[config.mk]
export PLATFORM = sky130hd
export DESIGN_NAME = rl_cfg
export DESIGN_NICKNAME = d
export VERILOG_FILES = /design/src/hdl/rl_pkg.sv /design/src/hdl/rl_cfg.sv
export SDC_FILE = /design/constraint.sdc
export NUM_CORES = 1
export LEC_CHECK = 0
export BUFFER_PORTS_ARGS = -buffer_cell sky130_fd_sc_hd__clkbuf_2
export CAP_MARGIN = 20
export CORE_MARGIN = 2
export CORE_UTILIZATION = 44
export CTS_BUF_LIST = sky130_fd_sc_hd__clkbuf_4 sky130_fd_sc_hd__clkbuf_8 sky130_fd_sc_hd__clkbuf_16
export DETAILED_ROUTE_END_ITERATION = 10
export GPL_ROUTABILITY_DRIVEN = 1
export GPL_TIMING_DRIVEN = 1
export PLACE_DENSITY_LB_ADDON = 0.08
export SYNTH_ARGS = -nofsm -noshare
export SYNTH_HDL_FRONTEND = slang
export SYNTH_SLANG_ARGS = --single-unit
[constraint.sdc]
create_clock -name clk -period 1.9 [get_ports clk]
set_input_delay 0.285 -clock clk [delete_from_list [all_inputs] [get_ports clk]]
set_output_delay 0.285 -clock clk [all_outputs]
set_load 0.01 [all_outputs]
[src/hdl/rl_pkg.sv]
// Shared types and constants for the per-source rate limiter.
package rl_pkg;

    // Result status codes.
    localparam logic [1:0] STATUS_KNOWN_ALLOW  = 2'd0;
    localparam logic [1:0] STATUS_KNOWN_REJECT = 2'd1;
    localparam logic [1:0] STATUS_NEW_INSERT   = 2'd2;
    localparam logic [1:0] STATUS_NEW_EVICT    = 2'd3;

    // Configuration register map (word index) and reset value.
    localparam logic       REG_MIN_INTERVAL   = 1'b0;
    localparam logic [31:0] MIN_INTERVAL_RESET = 32'd1000;

    // Running search result handed from cell to cell along the chain.
    typedef struct packed {
        logic        hit;
        logic [31:0] hit_time;
        logic        free;
        logic        vic;
        logic [31:0] vic_time;
        logic [31:0] vic_addr;
    } rl_carry_t;

    // Table write command broadcast to all cells.
    typedef struct packed {
        logic        en;
        logic [31:0] addr;
        logic [31:0] stamp;
    } rl_write_t;

endpackage

[src/hdl/rl_cfg.sv]
// APB-style configuration register file holding the minimum interval.
module rl_cfg (
    input  logic        clk,
    input  logic        rst_n,
    input  logic        psel,
    input  logic        penable,
    input  logic        pwrite,
    input  logic [2:0]  paddr,
    input  logic [31:0] pwdata,
    output logic [31:0] prdata,
    output logic        pready,
    output logic [31:0] min_interval
);

    logic [31:0] min_interval_reg;
    logic        reg_idx;

    assign reg_idx = paddr[2];
    assign pready  = 1'b1;

    // Register write on the access phase.
    always_ff @(posedge clk or negedge rst_n)
    begin
        if (!rst_n)
        begin
            min_interval_reg <= rl_pkg::MIN_INTERVAL_RESET;
        end
        else if (psel && penable && pwrite && (reg_idx == rl_pkg::REG_MIN_INTERVAL))
        begin
            min_interval_reg <= pwdata;
        end
    end

    // Read decode.
    always_comb
    begin
        unique case (reg_idx)
            rl_pkg::REG_MIN_INTERVAL: prdata = min_interval_reg;
            default:                  prdata = 32'd0;
        endcase
    end

    assign min_interval = min_interval_reg;

endmodule
==> flow_summary.toml, run 1 <==
[status]
status = "completed"

[clocking]
worst_skew_pair.late_latency_ns = 0.32
cts_buffers = 5
clkSinkCount = 32
cts_resized = 0
clk_pin_slew_worst_paths_ns = 0.10
cts_tree = "yes"
postCtsHoldBufs = 0
post_cts_buffers = 0
htreeDepth = 2
cts-root-buf = "clkbuf_4"
clockBufferDepth = 2

[grt]
grt-ovfl-total = 0
grt_max_degree = 33
antenna_found_initial = 0
grt_busiest_layer = "met2"
use_met3 = 0.0714
use_met1 = 0.206
first_global_vias = 1124
grt.total_usage = 0.177
met2_usage = 0.297
grt_pass1_wl_um = 5410

[drt]
drt_iter0_drc = 37
drc = 0
wl_per_cell_um = 12.9
routed_via_density = 4.53
firstDrtPassIters = 3
ant_nets = 0
routed_wl_um = 3300
num_vias = 1159

[finish]
antenna_cells = 0
largest_reg_flops = 32
fillers = 305
num-nets-final = 249
drive_gt1_frac = 0.719
instances_no_fill = 256
syn2layout_area_growth_pct = 39.2

[sta]
slew_viol_final = 0
hold_viol_final = 0
min_period_ns = 1.45
setup_viol = 0
worst_slew_pin_slew_ns = 0.782
period_share = 0.764
relSlewSlack = 0.479
finalHoldWorstSlack_ns = 0.0259
rsz0062_at_grt = "no"
fin_skew_ns = 0
timing.final.ws_setup_ns = 0.448
fin_tns_setup_ns = 0
fmax_mhz = 689

[worst_setup_path]
ff2ff_path_depth = 1
crit_buf_inv = 1
required_ns = 1.62
rrSetupSlack_ns = 1.11
crit_path_max_fanout = 3
cp.arrival_ns = 1.17
r2r_start = "min_interval[14]"
start_kind = "register"
reg2reg_to = "min_interval[14]"
end_kind = "output port"
cp_slowest_stage_delay_ns = 0.55
crit_path_cell_trace = "nor2b_1 -> clkbuf_2"
path_class = "register to output port"
cp_slowest_cell = "dfstp_2"
critPathTopFamily = "flip-flops"

[run]
cap_violations = 0

[synthesis]
ys_seq_elements = 32
yosysWarningCount = 0
synth_area_per_cell_um2 = 14.9
synth_area_leaders = "dfrtp_1 (42%), mux2_4 (29%), nor2b_1 (13%), dfstp_2 (10%), buf_6 (2.2%)"
syn-num-nets = 145
syn_inst = 105
synth_top_area_share = 0.417
netlist_area_mm2 = 0.00156
synth_top_area_cell = "dfrtp_1"
yosysSeqAreaShare = 0.518
synth_cell_types = 10

[pwr]
power_density_mw_per_mm2 = 983
ir_drop_uv = 560
p_leak_uw = 0.00125

[floorplanning]
die_h_um = 63.6
core-area_mm2 = 0.00336
fp.dieArea_mm2 = 0.00404
rows = 21
initial_core_util = 0.464
ios = 105
die_x_um = 63.6

[placed_design]
port_buffers = 101
gp_congestion = 0.653
hpwl_um = 2430
pre_cts_ws_ns = 0.619
place_inst = 248

[hold_path]
hold_class = "primary input to async pin"
-- final cells by class --
type,instances,area (µm²),area share
Sequential cell,32,808,0.372
Timing Repair Buffer,104,541,0.249
Tap cell,46,57.6,0.0265
Multi-Input combinational cell,66,701,0.322
Clock buffer,8,66.3,0.0305
-- cells by family after synthesis --
kind of cell | count (synthesis) | synth area share
buffers and inverters | 7 | 0.0337
DFF | 32 | 0.518
muxes | 32 | 0.303
other | 1 | 0.00240
and+or+nand+nor | 33 | 0.143
-- power breakdown --
part / total [µW] / internal [µW] / switching, µW
sequential: 965 / 853 / 113
combinational: 746 / 435 / 310
clock: 424 / 211 / 213
-- through the flow --
stage | power [µW] | area (µm²) | util
final | 2140 | 2170 | 0.646
after global routing | 2270 | 2170 | 0.646
after CTS | 2160 | 2170 | 0.646
after detailed placement | 1730 | 2110 | 0.626
after global placement | 1710 | 2110 | 0.626
after floorplan | 1400 | 1560 | -
-- placed cells by master, fill, tap and decap left out, drive strengths merged --
cell type	synthesis	layout
nand4b	1	1
conb	1	1
buf	4	3
dfrtp	26	26
clkbuf	3	109
mux2	32	32
dfstp	6	6
nor2b	32	32
-- routing by layer --
layer,vias to the layer above,wire [µm]
met5,-,0
met4,0,47
met3,6,295
met2,58,1600
met1,544,1350
li1,551,-
-- worst max-delay path by stage --
stage / from / to / slack (ns) / depth (start not counted)
detailed placement: paddr[2] / min_interval[26] / 0.62 / 4
global placement: paddr[2] / min_interval[26] / 0.63 / 4
global route: min_interval[7] / prdata[7] / 0.35 / 2
floorplan: paddr[2] / min_interval[0] / 0.83 / 3
finish: min_interval[7] / prdata[7] / 0.45 / 2
CTS: min_interval[7] / prdata[7] / 0.42 / 2
-- Yosys cell counts --
cell	instances
nand4b_4	1
buf_6	3
dfrtp_1	26
clkbuf_1	3
nor2b_1	32
dfstp_2	6
mux2_2	2
mux2_4	30
buf_4	1
conb_1	1
Note: power is estimated with default switching activity, not from simulation.
==> inputs of run 2 (changes only) <==
--- a/config.mk
+++ b/config.mk
@@ -8,7 +8,7 @@
 export BUFFER_PORTS_ARGS = -buffer_cell sky130_fd_sc_hd__clkbuf_2
 export CAP_MARGIN = 20
 export CORE_MARGIN = 2
-export CORE_UTILIZATION = 44
+export CORE_UTILIZATION = 37
 export CTS_BUF_LIST = sky130_fd_sc_hd__clkbuf_4 sky130_fd_sc_hd__clkbuf_8 sky130_fd_sc_hd__clkbuf_16
 export DETAILED_ROUTE_END_ITERATION = 10
 export GPL_ROUTABILITY_DRIVEN = 1
==> constraint.sdc (replaced) <==
create_clock -name clk -period 1.2 [get_ports clk]
set_input_delay 0.18 -clock clk [delete_from_list [all_inputs] [get_ports clk]]
set_output_delay 0.18 -clock clk [all_outputs]
set_load 0.01 [all_outputs]
==> run 2 against run 1 <==
The run now ends with negative setup slack left. Core utilization down 7.0 points. Critical path depth unchanged. Clock power up 93%. Sequential power up 58%. Power up 71%. Design area up 6.7%. Worst setup slack worse by 0.49 ns. Die area up 18%. Critical path type unchanged. Highest routed layer unchanged.
==> flow_summary.toml, run 2 (synthesized netlist as in run 1, its figures left out) <==
[finish]
syn2layout_area_growth_pct = 48.6
design_area_mm2 = 0.00232
antenna_cells = 0
regArea_um2 = 808
fillers = 344
num-nets-final = 255
final_common_cell = "clkbuf_2"
final_cell_mix = "clkbuf_2 (92), nor2b_1 (30), mux2_4 (30), dfrtp_1 (26)"
utilization = 0.576
largest_reg_flops = 32
drive_gt1_frac = 0.731
multi_input_area_um2 = 716
instances_no_fill = 266

[sta]
timing.final.ws_setup_ns = -0.0421
slew_viol_final = 0
period_share = 1.04
min_period_ns = 1.24
hold_viol_final = 0
fmax_mhz = 805
rsz0062_at_grt = "yes"
fin_skew_ns = 0
setup_viol = 7

[floorplanning]
rows = 23
ios = 105
initial_core_util = 0.388
fp.dieArea_mm2 = 0.00476
die_h_um = 69.0
core-area_mm2 = 0.00403
die_x_um = 69.0

[placed_design]
gp_congestion = 0.700
port_buffers = 101
place_inst = 253
hpwl_um = 2550
place_area_mm2 = 0.00213
pre_cts_ws_ns = 0.0980

[grt]
antenna_found_initial = 0
first_global_vias = 1027
grt-ovfl-total = 0
grt.total_usage = 0.140
grt_max_degree = 33
grt_pass1_wl_um = 4660

[worst_setup_path]
crit_path_max_fanout = 3
cp.arrival_ns = 1.06
path_class = "register to output port"
required_ns = 1.02
start_kind = "register"
end_kind = "output port"

[status]
status = "finished with violations"
violations = "negative setup slack"

[drt]
ant_nets = 0
drt_iter0_drc = 11
routed.top_layer = "met4"
routed_wl_um = 3470
wl_per_cell_um = 13.0
firstDrtPassIters = 2
met3_length_um = 306
dr_wl_met2_um = 1850
drc = 0
wl_met1_um = 1280
num_vias = 1169
routed_via_density = 4.39

[clocking]
htreeDepth = 2
clkSinkCount = 32
cts-root-buf = "clkbuf_8"
clockBufferDepth = 2
clk_pin_slew_worst_paths_ns = 0.06
worst_skew_pair.late_latency_ns = 0.27
cts_tree = "yes"
cts_buffers = 5

[pwr]
p_leak_uw = 0.00131
power_uw = 3650
ir_drop_uv = 761
power_density_mw_per_mm2 = 1570

[hold_path]
hold_class = "primary input to register"

[run]
cap_violations = 0
-- run 2: changes by cell type in the layout (fill, tap and decap cells not counted), moves of 3 or more --
cell	delta
buf_2	+4
buf_6	+4
clkbuf_8	+5
clkbuf_2	-9
buf_4	+3
clkbuf_4	-4
-- run 2: final cells by class --
class	count	area share
multi-input cells	66	0.309
repair buffers	110	0.277
well taps	50	0.0270
flip-flops and latches	32	0.348
clock buffers	8	0.0394
-- run 2: power breakdown --
group	total [µW]	switching [µW]	internal, µW
clock network	818	339	479
logic	1310	520	789
registers	1520	170	1350
-- run 2: timing repair --
item / 4_1_cts / 5_1_grt
gates resized for setup: 2 / 15
pin swaps: 0 / 0
endpoints found under the setup margin: 6 / 8
hold buffers: 1 / 0
buffers inserted: 2 / 2
endpoints found under the hold margin: 26 / 0
-- run 2: path summary, 6_finish.rpt --
check | slack [ns] | from | cells after the start | to
worst max-delay path | -0.04 | min_interval[3] | 2 | prdata[3]
min in group asynchronous | 0.45 | rst_n | 3 | min_interval[17]
worst min-delay path | 0.13 | pwdata[27] | 2 | min_interval[27]
max in group asynchronous | 0.42 | rst_n | 3 | min_interval[5]
worst max register to register | 0.29 | min_interval[8] | 3 | min_interval[8]
worst min register to register | 0.52 | min_interval[12] | 1 | min_interval[12]
-- run 2: worst max-delay path, stage by stage, from the launching register on --
cell,delay [ns]
dfstp_2,0.54
nor2b_1,0.12
buf_2,0.13
-- run 2: routing by layer --
metal  GRT usage  vias to the layer above
met5           0                        -
met4      0.0686                        0
met3      0.0455                        4
met2       0.246                       54
met1       0.150                      548
li1            -                      563
-- run 2: stage by stage --
| step | hold slack [ns] | setup TNS [ns] |
|---|---|---|
| detailed placement | 0.229 | 0 |
| CTS | 0.124 | -0.375 |
| global route | 0.125 | -0.510 |
| global placement | 0.224 | 0 |
| floorplan | -0.116 | 0 |
| finish | 0.134 | -0.187 |
